$ cat config.mk
export PLATFORM = sky130hd
export DESIGN_NAME = nsas_ctrl
export DESIGN_NICKNAME = d
export VERILOG_FILES = /design/src/rtl/core/nsas_pkg.sv /design/src/rtl/core/nsas_ctrl.sv
export SDC_FILE = /design/constraint.sdc
export NUM_CORES = 1
export LEC_CHECK = 0
export ABC_CLOCK_PERIOD_IN_PS = 5500
export BUFFER_PORTS_ARGS = -buffer_cell sky130_fd_sc_hd__buf_4
export CAP_MARGIN = 20
export CORE_MARGIN = 8
export CORE_UTILIZATION = 43
export CTS_CLUSTER_DIAMETER = 100
export DETAILED_ROUTE_END_ITERATION = 10
export GPL_ROUTABILITY_DRIVEN = 0
export GPL_TIMING_DRIVEN = 0
export HOLD_SLACK_MARGIN = 0.06
export PLACE_DENSITY = 0.66
export SLEW_MARGIN = 20
export SYNTH_ARGS = -nofsm -noshare
export SYNTH_HDL_FRONTEND = slang
export SYNTH_SLANG_ARGS = --single-unit
$ cat constraint.sdc
create_clock -name clk -period 5.5 [get_ports clk]
set_clock_uncertainty 0.15 [all_clocks]
set_input_delay 0.825 -clock clk [delete_from_list [all_inputs] [get_ports clk]]
set_output_delay 0.825 -clock clk [all_outputs]
set_load 0.005 [all_outputs]
$ cat src/rtl/core/nsas_pkg.sv
`default_nettype none

package nsas_pkg;

    localparam int DATA_W   = 32;
    localparam int COUNT_W  = 9;
    localparam int INDEX_W  = 8;

    localparam logic FUNC_LOAD   = 1'b0;
    localparam logic FUNC_SEARCH = 1'b1;

    typedef enum logic [2:0] {
        ST_IDLE,
        ST_PROBE,
        ST_MID,
        ST_LOW,
        ST_HIGH
    } nsas_state_t;

endpackage

`default_nettype wire

$ cat src/rtl/core/nsas_ctrl.sv
`default_nettype none

module nsas_ctrl #(
    parameter int DEPTH = 256,
    parameter int AW    = 8,
    parameter int IW    = 11
) (
    input  wire logic                                clk,
    input  wire logic                                rst_n,
    input  wire logic                                search_go,
    input  wire logic signed [nsas_pkg::DATA_W-1:0]  key,
    input  wire logic [nsas_pkg::COUNT_W-1:0]        used_count,
    input  wire logic [nsas_pkg::DATA_W-1:0]         rd_data,
    output logic      [AW-1:0]                       rd_addr,
    output logic                                     busy,
    output logic                                     done,
    output logic                                     found,
    output logic      [nsas_pkg::INDEX_W-1:0]        position
);

    nsas_pkg::nsas_state_t state_reg, state_next;

    logic signed [IW-1:0] lo_reg, lo_next;
    logic signed [IW-1:0] hi_reg, hi_next;
    logic signed [IW-1:0] mid_reg, mid_next;
    logic signed [IW-1:0] size_reg, size_next;
    logic signed [nsas_pkg::DATA_W-1:0] key_reg, key_next;
    logic mid_lt_reg, mid_lt_next;
    logic done_reg, done_next;
    logic found_reg, found_next;
    logic [nsas_pkg::INDEX_W-1:0] pos_reg, pos_next;

    logic signed [IW-1:0] span;
    logic signed [IW-1:0] mid_calc;
    logic signed [IW-1:0] mid_dn;
    logic signed [IW-1:0] mid_up;
    logic signed [IW-1:0] size_clip;
    logic signed [nsas_pkg::DATA_W-1:0] entry;
    logic hit;
    logic lt_now;
    logic has_dn;
    logic has_up;

    assign span      = hi_reg - lo_reg;
    assign mid_calc  = lo_reg + (span >>> 1);
    assign mid_dn    = mid_reg - IW'(1);
    assign mid_up    = mid_reg + IW'(1);
    assign size_clip = (32'(used_count) > 32'(DEPTH)) ? IW'(DEPTH) : IW'(used_count);
    assign entry     = signed'(rd_data);
    assign hit       = (entry == key_reg);
    assign lt_now    = (entry < key_reg);
    assign has_dn    = (mid_reg >= IW'(1));
    assign has_up    = (mid_up < size_reg);

    always_ff @(posedge clk or negedge rst_n)
    begin
        if (!rst_n)
        begin
            state_reg <= nsas_pkg::ST_IDLE;
            done_reg  <= 1'b0;
        end
        else
        begin
            state_reg <= state_next;
            done_reg  <= done_next;
        end
    end

    always_ff @(posedge clk)
    begin
        lo_reg     <= lo_next;
        hi_reg     <= hi_next;
        mid_reg    <= mid_next;
        size_reg   <= size_next;
        key_reg    <= key_next;
        mid_lt_reg <= mid_lt_next;
        found_reg  <= found_next;
        pos_reg    <= pos_next;
    end

    always_comb
    begin
        state_next  = state_reg;
        lo_next     = lo_reg;
        hi_next     = hi_reg;
        mid_next    = mid_reg;
        size_next   = size_reg;
        key_next    = key_reg;
        mid_lt_next = mid_lt_reg;
        done_next   = 1'b0;
        found_next  = found_reg;
        pos_next    = pos_reg;
        rd_addr     = AW'(mid_calc);

        case (state_reg)
            nsas_pkg::ST_IDLE:
            begin
                if (search_go)
                begin
                    key_next   = key;
                    size_next  = size_clip;
                    lo_next    = '0;
                    hi_next    = size_clip - IW'(1);
                    state_next = nsas_pkg::ST_PROBE;
                end
            end

            nsas_pkg::ST_PROBE:
            begin
                if (lo_reg > hi_reg)
                begin
                    done_next  = 1'b1;
                    found_next = 1'b0;
                    pos_next   = '0;
                    state_next = nsas_pkg::ST_IDLE;
                end
                else
                begin
                    rd_addr    = AW'(mid_calc);
                    mid_next   = mid_calc;
                    state_next = nsas_pkg::ST_MID;
                end
            end

            nsas_pkg::ST_MID:
            begin
                mid_lt_next = lt_now;
                if (hit)
                begin
                    done_next  = 1'b1;
                    found_next = 1'b1;
                    pos_next   = nsas_pkg::INDEX_W'(mid_reg);
                    state_next = nsas_pkg::ST_IDLE;
                end
                else if (has_dn)
                begin
                    rd_addr    = AW'(mid_dn);
                    state_next = nsas_pkg::ST_LOW;
                end
                else if (has_up)
                begin
                    rd_addr    = AW'(mid_up);
                    state_next = nsas_pkg::ST_HIGH;
                end
                else
                begin
                    if (lt_now)
                    begin
                        lo_next = mid_reg + IW'(2);
                    end
                    else
                    begin
                        hi_next = mid_reg - IW'(2);
                    end
                    state_next = nsas_pkg::ST_PROBE;
                end
            end

            nsas_pkg::ST_LOW:
            begin
                if (hit)
                begin
                    done_next  = 1'b1;
                    found_next = 1'b1;
                    pos_next   = nsas_pkg::INDEX_W'(mid_dn);
                    state_next = nsas_pkg::ST_IDLE;
                end
                else if (has_up)
                begin
                    rd_addr    = AW'(mid_up);
                    state_next = nsas_pkg::ST_HIGH;
                end
                else
                begin
                    if (mid_lt_reg)
                    begin
                        lo_next = mid_reg + IW'(2);
                    end
                    else
                    begin
                        hi_next = mid_reg - IW'(2);
                    end
                    state_next = nsas_pkg::ST_PROBE;
                end
            end

            nsas_pkg::ST_HIGH:
            begin
                if (hit)
                begin
                    done_next  = 1'b1;
                    found_next = 1'b1;
                    pos_next   = nsas_pkg::INDEX_W'(mid_up);
                    state_next = nsas_pkg::ST_IDLE;
                end
                else
                begin
                    if (mid_lt_reg)
                    begin
                        lo_next = mid_reg + IW'(2);
                    end
                    else
                    begin
                        hi_next = mid_reg - IW'(2);
                    end
                    state_next = nsas_pkg::ST_PROBE;
                end
            end

            default:
            begin
                state_next = nsas_pkg::ST_IDLE;
            end
        endcase
    end

    assign busy     = (state_reg != nsas_pkg::ST_IDLE);
    assign done     = done_reg;
    assign found    = found_reg;
    assign position = pos_reg;

endmodule

`default_nettype wire

==> parameters.txt, run 1 <==
Parameter                              Value

Run status
  Status    completed

Routing
  1st-iter DRT viols    399
  Routed WL per cell    17.6 um
  Highest routed metal layer    met4
  DRC violation count after routing    0
  Metal1 wirelength    6890 um
  Overall routed net length    16300 um
  Met3 wire len    1300 um
  First drt pass iteration count    5
  Remaining antenna violation count after routing    0
  Detailed-route via count    5071
  Via/cell ratio    5.48
  Wire length on met2    7880 um

CTS
  Max H-tree Level    3
  Clock buffer count from CTS    9
  Clock Root Buffer    sky130_fd_sc_hd__clkbuf_16
  # Post-CTS Setup Buffers    0
  Insertion delay to the later sink of the worst-skew pair    0.35 ns
  Post-CTS sizing    0
  Clock buffer depth    2
  CTS tree    yes
  Number of sinks handled by clock tree synthesis    88
  CTS Hold Bufs    0
  Clock transition time at the flip-flop clock pins of the worst setup and hold paths    0.07 ns

Worst setup path
  Highest-delay cell along the critical path    sky130_fd_sc_hd__edfxtp_1
  Startpoint kind of the worst setup timing path    flip-flop
  Critical R2R Launch    mid_reg[1]
  Most prevalent standard cell on the critical path    sky130_fd_sc_hd__ha_1
  Worst path arrival time    4.02 ns
  Largest incremental delay on the critical path    0.54 ns
  Minimum setup slack among reg-to-reg paths    1.27 ns
  Data required, critical path    4.53 ns
  Cell family contributing the most delay on the critical path    compound AO/OA/AOI/OAI gates
  Worst Path Max Fanout    9
  Sort of element at the end of the critical path    primary output
  Destination of the worst register-to-register timing path    hi_reg[2]
  Critical path cell sequence    ha_1, nand4_1, xor2_1, inv_1, ha_1, nand3_1, o21ai_0, a41o_2, nand2_2, o21ai_1, mux2_1, buf_4
  Depth of the most critical reg-to-reg path    12
  Bufs and invs on worst path    2
  Worst Path Class, Setup    flip-flop to primary output

Global routing
  Final global-route overflow total    0
  Total global routing track utilization    18.2%
  First-pass GRT wire length    26600 um
  Largest net degree at the start of global routing    25
  Vias in the first global route    5193
  Initial antenna violation count    0

Yosys
  Async S/R FF share, synth    4.55%
  Total standard cell area after synthesis    0.00625 mm^2
  Number of synthesized flops with an enable pin    84
  Synthesis warning total    0
  Yosys reg bits    88
  Primary FF master, synth    sky130_fd_sc_hd__edfxtp_1
  Mean Syn Cell Area    9.95 um^2
  Net Count, Synth    775
  Count of distinct cell types in the synthesized netlist    65
  Seq/Total Area, Yosys    42.0%
  Number of instances in the synthesized netlist    628

Final layout
  Nets@finish    883
  Final Cell Area    0.00760 mm^2
  Flip-flop count of the largest register, all copies and words added    32
  Ratio of cells with drive above 1 in the final layout    18.4%
  Final standard cell utilization of the core    52.9%
  Syn-to-layout area delta    21.7%
  Total inserted antenna cells    0

Floorplan
  Width of the chip    137 um
  Initial Util    43.5%
  Area of the die    0.0186 mm^2
  Total I/O pin count    95
  Die Ht    137 um
  Placeable core area    0.0144 mm^2
  Number of placement rows    44

STA
  Worst slew margin relative to its limit    51.5%
  Final hold violation count    0
  Period utilization    90.7%
  Maximum clock frequency    200 MHz
  Post-layout minimum cycle time    4.99 ns
  Unrepaired setup endpoints after global routing    no
  Sum Neg Setup Slack    0 ns
  Min setup slack post-route    0.510 ns
  Final count of pins violating max slew    0
  Setup Viol. Count Final    0
  Measured slew at the worst slew-check pin    0.723 ns

Place
  Post-detailed-placement half-perimeter wirelength    13400 um
  Pre-CTS setup slack    1.00 ns
  Placed standard-cell area    0.00724 mm^2
  Count of buffers inserted at the top-level ports    94

Min path
  Worst Hold Class    input pin to asynchronous set/reset pin

Job
  Max cap viols    0
cells by family after synthesis:
family | after synthesis | share of synthesized area (%)
buf+inv | 90 | 5.77
compound gates | 135 | 14.2
flops | 88 | 42.0
mux | 5 | 0.841
xor+xnor | 51 | 7.15
fa+ha+maj | 71 | 14.5
simple gates | 188 | 15.6
layout by cell type, fill, tap and decap left out, drive strengths merged, types with 9 or more instances in the layout:
cell type  Yosys  routed
nand3         22      22
ha            69      69
edfxtp        84      84
buf           13     110
a21o           9       9
nand4         11      11
nand2         41      41
a21oi         32      32
nor2          43      43
o21ai         32      32
inv           71      71
xnor2         32      32
xor2          19      19
clkbuf         6      16
nor2b         19      19
nor3          14      14
per-layer routing:
layer  GRT usage [%]  vias up
met4            5.43        0
li1                -     2486
met1            22.5     2384
met5               0        -
met3            4.92       18
met2            30.3      183
metrics by stage:
step / hold slack [ns] / cells
final: 0.112 / 925
after global routing: 0.104 / 925
after CTS: 0.102 / 925
after detailed placement: 0.467 / 909
after global placement: 0.478 / 906
after floorplan: 0.379 / 628
worst register-to-register path: cells and delay by family, from the launching register on:
family	cells	cell delay (ns)
adder cells (fa/ha/maj)	2	0.70
AND/OR/NAND/NOR	3	0.34
XOR/XNOR	1	0.23
buffers and inverters	2	0.41
flip-flops	1	0.54
AO/OA/AOI/OAI	4	1.56
synth_stat cells, types with 3 or more instances:
library cell | count | area (um^2)
sky130_fd_sc_hd__edfxtp_1 | 84 | 2520
sky130_fd_sc_hd__inv_1 | 71 | 267
sky130_fd_sc_hd__ha_1 | 69 | 863
sky130_fd_sc_hd__nor2_1 | 42 | 158
sky130_fd_sc_hd__nand2_1 | 39 | 146
sky130_fd_sc_hd__a21oi_1 | 32 | 160
sky130_fd_sc_hd__xnor2_1 | 32 | 280
sky130_fd_sc_hd__o21ai_0 | 29 | 145
sky130_fd_sc_hd__nand3_1 | 22 | 110
sky130_fd_sc_hd__nor2b_1 | 19 | 119
sky130_fd_sc_hd__xor2_1 | 19 | 166
sky130_fd_sc_hd__nor3_1 | 13 | 65.1
sky130_fd_sc_hd__nand4_1 | 11 | 68.8
sky130_fd_sc_hd__a21o_1 | 9 | 67.6
sky130_fd_sc_hd__a211oi_1 | 7 | 52.6
sky130_fd_sc_hd__and2_1 | 7 | 43.8
sky130_fd_sc_hd__nand2b_1 | 7 | 43.8
sky130_fd_sc_hd__buf_2 | 6 | 30.0
sky130_fd_sc_hd__clkbuf_1 | 6 | 22.5
sky130_fd_sc_hd__a31oi_1 | 5 | 31.3
sky130_fd_sc_hd__and3_1 | 5 | 31.3
sky130_fd_sc_hd__o21a_1 | 5 | 37.5
sky130_fd_sc_hd__o21bai_1 | 5 | 37.5
sky130_fd_sc_hd__o22ai_1 | 5 | 31.3
sky130_fd_sc_hd__o31ai_1 | 5 | 37.5
sky130_fd_sc_hd__buf_1 | 4 | 15.0
sky130_fd_sc_hd__dfrtp_1 | 4 | 100
sky130_fd_sc_hd__or3_1 | 4 | 25.0
sky130_fd_sc_hd__a211o_1 | 3 | 26.3
sky130_fd_sc_hd__mux2i_1 | 3 | 30.0
sky130_fd_sc_hd__nor4_1 | 3 | 18.8
sky130_fd_sc_hd__nor4_2 | 3 | 37.5
sky130_fd_sc_hd__o211ai_1 | 3 | 22.5
sky130_fd_sc_hd__o21ai_1 | 3 | 15.0
final cells by class:
cell class	count	area [um^2]
Clock inverter	6	131
Timing Repair Buffer	97	748
Sequential cell	88	2620
Buffer	19	93.8
Tap cell	184	230
Inverter	71	267
Clock buffer	10	229
Fill cell	1283	6760
Multi-Input combinational cell	450	3280
worst max path at each step:
stage                       from          to  slack [ns]  depth (start not counted)
global placement       search_go   hi_reg[6]       -0.31                          6
floorplan           state_reg[0]   lo_reg[0]        1.11                          6
finish                mid_reg[1]  rd_addr[0]        0.51                         12
detailed placement    mid_reg[1]  rd_addr[0]        1.00                         12
CTS                   mid_reg[1]  rd_addr[0]        0.63                         12
global route          mid_reg[1]  rd_addr[0]        0.35                         12
Power of run 1 is left out: the tool's default activity adds up to more than one toggle a clock period on the data nets, which glitch-free logic cannot reach.
==> inputs of run 2 (changes only) <==
--- a/config.mk
+++ b/config.mk
@@ -6,16 +6,16 @@
 export NUM_CORES = 1
 export LEC_CHECK = 0
 export ABC_CLOCK_PERIOD_IN_PS = 5500
-export BUFFER_PORTS_ARGS = -buffer_cell sky130_fd_sc_hd__buf_4
 export CAP_MARGIN = 20
 export CORE_MARGIN = 8
-export CORE_UTILIZATION = 43
+export CORE_UTILIZATION = 44
 export CTS_CLUSTER_DIAMETER = 100
 export DETAILED_ROUTE_END_ITERATION = 10
+export DONT_BUFFER_PORTS = 1
 export GPL_ROUTABILITY_DRIVEN = 0
 export GPL_TIMING_DRIVEN = 0
 export HOLD_SLACK_MARGIN = 0.06
-export PLACE_DENSITY = 0.66
+export PLACE_DENSITY = 0.62
 export SLEW_MARGIN = 20
 export SYNTH_ARGS = -nofsm -noshare
 export SYNTH_HDL_FRONTEND = slang
==> run 2 against run 1 <==
Net effect: final area fell by 10%; largest cell class unchanged; wire length decreased by 6.5%; critical path depth increased by 2; cell count fell by 10%; critical endpoint is now rd_addr[6]; highest routed layer unchanged; hold slack better by 0.31 ns; via count down 8.5%; maximum frequency rose by 5.5%; critical path type unchanged.
==> parameters.txt, run 2 (synthesized netlist as in run 1, its figures left out) <==
Parameter                              Value

Worst setup path
  CP endpoint    rd_addr[6]
  Bufs and invs on worst path    0
  Destination of the worst register-to-register timing path    lo_reg[6]
  Highest-delay cell along the critical path    sky130_fd_sc_hd__a211oi_1
  Sort of element at the end of the critical path    primary output
  Depth of the critical timing path with buffers and inverters included    14
  Largest incremental delay on the critical path    0.45 ns
  Critical path origin    lo_reg[0]
  Startpoint kind of the worst setup timing path    flip-flop
  Cell family contributing the most delay on the critical path    compound AO/OA/AOI/OAI gates
  Critical path cell sequence    nor2b_1, fa_1, nor2b_1, o21ai_0, a21oi_1, nor2_1, xnor2_1, ha_1, o211a_1, o31ai_1, and2_1, xnor2_1, o21bai_1, a211oi_1
  Worst path arrival time    3.75 ns
  Worst Path Max Fanout    3
  Data required, critical path    4.53 ns
  Critical R2R Launch    mid_reg[1]
  Minimum setup slack among reg-to-reg paths    1.55 ns
  Depth of the most critical reg-to-reg path    13
  Worst Path Class, Setup    flip-flop to primary output

Global routing
  First-pass GRT wire length    24200 um
  Initial antenna violation count    0
  Total global routing track utilization    17.1%
  Vias in the first global route    4595
  Largest net degree at the start of global routing    23
  Final global-route overflow total    0

Routing
  Remaining antenna violation count after routing    0
  Routed WL per cell    18.4 um
  First drt pass iteration count    5
  DRC violation count after routing    0
  Via/cell ratio    5.60
  Overall routed net length    15300 um
  Detailed-route via count    4639
  1st-iter DRT viols    340

Floorplan
  Initial Util    45.0%
  Die Ht    135 um
  Number of placement rows    43
  Area of the die    0.0183 mm^2
  Width of the chip    135 um
  Placeable core area    0.0139 mm^2
  Total I/O pin count    95

STA
  Unrepaired setup endpoints after global routing    no
  Worst slew margin relative to its limit    52.5%
  Maximum clock frequency    211 MHz
  Setup Viol. Count Final    0
  Final count of pins violating max slew    0
  Period utilization    86.0%
  Measured slew at the worst slew-check pin    0.707 ns
  Post-layout minimum cycle time    4.73 ns
  Final hold violation count    0

Final layout
  Final Cell Area    0.00682 mm^2
  Total inserted antenna cells    0
  Most frequent cells in the layout    sky130_fd_sc_hd__edfxtp_1, sky130_fd_sc_hd__inv_1, sky130_fd_sc_hd__ha_1
  Syn-to-layout area delta    9.19%
  Nets@finish    790
  Flip-flop count of the largest register, all copies and words added    32
  Most common library cell in the layout ignoring fill and taps    sky130_fd_sc_hd__edfxtp_1
  Number of standard cells in the final layout excluding fillers    828
  Ratio of cells with drive above 1 in the final layout    6.33%

CTS
  Insertion delay to the later sink of the worst-skew pair    0.35 ns
  CTS Hold Bufs    1
  CTS tree    yes
  # Post-CTS Setup Buffers    0
  Clock Root Buffer    sky130_fd_sc_hd__clkbuf_16
  Post-CTS sizing    0
  Clock transition time at the flip-flop clock pins of the worst setup and hold paths    0.06 ns
  Number of sinks handled by clock tree synthesis    88
  Clock buffer count from CTS    9
  Clock buffer depth    2
  Max H-tree Level    3

Place
  Post-detailed-placement half-perimeter wirelength    12500 um
  Placed cell count    811
  Placed standard-cell area    0.00653 mm^2
  Count of buffers inserted at the top-level ports    0

Job
  Max cap viols    0

Run status
  Status    completed

Min path
  Worst Hold Class    input pin to flip-flop
==> run 2: changes by cell type in the layout (fill, tap and decap cells not counted) <==
cell and delta:
sky130_fd_sc_hd__buf_4 -94, sky130_fd_sc_hd__bufinv_16 -4, sky130_fd_sc_hd__clkbuf_1 +2, sky130_fd_sc_hd__clkbuf_8 +2
sky130_fd_sc_hd__clkinv_1 -1, sky130_fd_sc_hd__clkinvlp_4 +1, sky130_fd_sc_hd__dlygate4sd3_1 +1
==> run 2: worst min path at each step <==
stage	from	to	slack, ns	cells past startpoint
after global routing	key[5]	key_reg[5]	0.41	0
after global placement	rst_n	state_reg[1]	0.38	0
final	key[5]	key_reg[5]	0.42	0
after detailed placement	rst_n	state_reg[1]	0.38	0
after floorplan	rst_n	done	0.38	0
after CTS	key[5]	key_reg[5]	0.41	0
==> run 2: final cells by class <==
class,count,area (um^2)
fill,1291,7060
multi-input combinational,450,3280
sequential,88,2620
inverter,71,267
clock buffer,14,264
tap,180,225
buffer,19,93.8
timing repair buffer,4,52.6
clock inverter,2,15.0
==> run 2: metal layers <==
layer	GRT usage [%]	wire length [um]	up-vias
li1	-	-	2287
met1	21.7	6640	2164
met2	27.1	7040	174
met3	5.97	1420	14
met4	4.26	150	0
met5	0	0	-
==> run 2: stage by stage <==
stage | hold WS [ns] | utilization, % | setup TNS [ns] | setup WS, ns
after global routing | 0.407 | 49.2 | 0 | 0.559
after global placement | 0.380 | 46.6 | -6.05 | -0.277
after CTS | 0.409 | 49.2 | 0 | 0.774
after floorplan | 0.379 | - | 0 | 1.11
final | 0.419 | 49.2 | 0 | 0.772
after detailed placement | 0.380 | 47.1 | 0 | 1.12
Power of run 2 is left out for the same reason.
==> inputs of run 3 (changes only) <==
--- a/config.mk
+++ b/config.mk
@@ -5,7 +5,7 @@
 export SDC_FILE = /design/constraint.sdc
 export NUM_CORES = 1
 export LEC_CHECK = 0
-export ABC_CLOCK_PERIOD_IN_PS = 5500
+export ABC_CLOCK_PERIOD_IN_PS = 6100
 export CAP_MARGIN = 20
 export CORE_MARGIN = 8
 export CORE_UTILIZATION = 44
@@ -14,7 +14,6 @@
 export DONT_BUFFER_PORTS = 1
 export GPL_ROUTABILITY_DRIVEN = 0
 export GPL_TIMING_DRIVEN = 0
-export HOLD_SLACK_MARGIN = 0.06
 export PLACE_DENSITY = 0.62
 export SLEW_MARGIN = 20
 export SYNTH_ARGS = -nofsm -noshare
==> constraint.sdc (replaced) <==
create_clock -name clk -period 6.1 [get_ports clk]
set_clock_uncertainty 0.15 [all_clocks]
set_input_delay 0.915 -clock clk [delete_from_list [all_inputs] [get_ports clk]]
set_output_delay 0.915 -clock clk [all_outputs]
set_load 0.005 [all_outputs]
==> run 3 against run 2 <==
Net effect: critical path depth is the same; utilization decreased by 0.072 points; wire length rose by 0.33%; flip-flop and latch count is the same; register-to-register slack improved by 0.62 ns; die area unchanged; global-route usage barely moved; largest cell class unchanged.
==> parameters.txt, run 3 (synthesized netlist as in run 1, its figures left out) <==
Parameter                              Value

Run status
  Status    completed

Global routing
  Global-route track usage on met2    27.2%
  Vias in the first global route    4587
  Met3 track demand over resource in global routing    5.97%
  First-pass GRT wire length    24100 um
  Initial antenna violation count    0
  Final global-route overflow total    0
  Largest net degree at the start of global routing    23
  GR peak layer    met2
  Total global routing track utilization    17.1%
  Met1 track utilization from global routing    21.7%

STA
  Post-layout minimum cycle time    4.86 ns
  Maximum clock frequency    206 MHz
  Setup Viol. Count Final    0
  Sum Neg Setup Slack    0 ns
  Unrepaired setup endpoints after global routing    no
  Measured slew at the worst slew-check pin    0.708 ns
  Final hold violation count    0
  Period utilization    79.7%
  Final count of pins violating max slew    0
  Worst slew margin relative to its limit    52.7%

Routing
  Routed WL per cell    18.5 um
  Overall routed net length    15300 um
  Via/cell ratio    5.65
  Remaining antenna violation count after routing    0
  1st-iter DRT viols    376
  Detailed-route via count    4669
  DRC violation count after routing    0
  First drt pass iteration count    5

Floorplan
  Area of the die    0.0183 mm^2
  Placeable core area    0.0139 mm^2
  Width of the chip    135 um
  Die Ht    135 um
  Initial Util    45.0%
  Number of placement rows    43
  Total I/O pin count    95

CTS
  CTS Hold Bufs    0
  CTS tree    yes
  Number of sinks handled by clock tree synthesis    88
  Clock transition time at the flip-flop clock pins of the worst setup and hold paths    0.06 ns
  Clock buffer depth    2
  Post-CTS sizing    0
  # Post-CTS Setup Buffers    0
  Insertion delay to the later sink of the worst-skew pair    0.35 ns
  Clock buffer count from CTS    9
  Max H-tree Level    3
  Clock Root Buffer    sky130_fd_sc_hd__clkbuf_16

Place
  Count of buffers inserted at the top-level ports    0
  Post-detailed-placement half-perimeter wirelength    12500 um

Final layout
  Most common library cell in the layout ignoring fill and taps    sky130_fd_sc_hd__edfxtp_1
  Ratio of cells with drive above 1 in the final layout    6.34%
  Flip-flop count of the largest register, all copies and words added    32
  Syn-to-layout area delta    9.03%
  Total inserted antenna cells    0
  Nets@finish    789
  Most frequent cells in the layout    sky130_fd_sc_hd__edfxtp_1, sky130_fd_sc_hd__inv_1, sky130_fd_sc_hd__ha_1

Worst setup path
  Worst path arrival time    3.80 ns
  Startpoint kind of the worst setup timing path    flip-flop
  Sort of element at the end of the critical path    primary output
  Data required, critical path    5.03 ns
  Minimum setup slack among reg-to-reg paths    2.17 ns
  Worst Path Max Fanout    3
  Worst Path Class, Setup    flip-flop to primary output

Min path
  Worst Hold Class    input pin to asynchronous set/reset pin

Job
  Max cap viols    0
-- run 3: changes by cell type in the layout (fill, tap and decap cells not counted) --
cell                            delta
sky130_fd_sc_hd__dlygate4sd3_1     -1
-- run 3: cell type report --
cell class,instances,area (um^2)
clock buffers,14,264
flip-flops and latches,88,2620
clock inverters,2,15.0
repair buffers,3,42.5
multi-input cells,450,3280
well taps,180,225
plain buffers,19,93.8
fillers,1292,7070
inverters,71,267
-- run 3: worst paths after layout --
check / startpoint / depth (start not counted) / end
setup / recovery: lo_reg[0] / 14 / rd_addr[6]
hold / removal: rst_n / 0 / state_reg[1]
setup reg to reg: mid_reg[1] / 13 / lo_reg[6]
hold reg to reg: lo_reg[0] / 1 / mid_reg[0]
max in group asynchronous: rst_n / 0 / done
min in group clk: lo_reg[0] / 1 / mid_reg[0]
-- run 3: worst max-delay path, stage by stage, from the launching register on --
cell	delay, ns
sky130_fd_sc_hd__edfxtp_1	0.38
sky130_fd_sc_hd__nor2b_1	0.17
sky130_fd_sc_hd__fa_1	0.40
sky130_fd_sc_hd__nor2b_1	0.12
sky130_fd_sc_hd__o21ai_0	0.12
sky130_fd_sc_hd__a21oi_1	0.27
sky130_fd_sc_hd__nor2_1	0.09
sky130_fd_sc_hd__xnor2_1	0.16
sky130_fd_sc_hd__ha_1	0.31
sky130_fd_sc_hd__o211a_1	0.14
sky130_fd_sc_hd__o31ai_1	0.09
sky130_fd_sc_hd__and2_1	0.16
sky130_fd_sc_hd__xnor2_1	0.45
sky130_fd_sc_hd__o21bai_1	0.11
sky130_fd_sc_hd__a211oi_1	0.47
-- run 3: metrics by stage --
| step | instances | instance area (um^2) | setup slack, ns | hold WS [ns] | util, % |
|---|---|---|---|---|---|
| global route | 827 | 6810 | 1.07 | 0.0938 | 49.1 |
| CTS | 827 | 6810 | 1.28 | 0.0960 | 49.1 |
| global placement | 808 | 6470 | 0.322 | 0.456 | 46.6 |
| finish | 827 | 6810 | 1.24 | 0.107 | 49.1 |
| floorplan | 628 | 6250 | 1.63 | 0.411 | - |
| detailed placement | 811 | 6530 | 1.63 | 0.467 | 47.1 |
-- run 3: metal layers --
| metal | wire (um) | vias to the layer above |
|---|---|---|
| met5 | 0 | - |
| met4 | 173 | 0 |
| met3 | 1530 | 20 |
| met2 | 7040 | 176 |
| met1 | 6560 | 2188 |
| li1 | - | 2285 |
Power of run 3 is left out for the same reason.
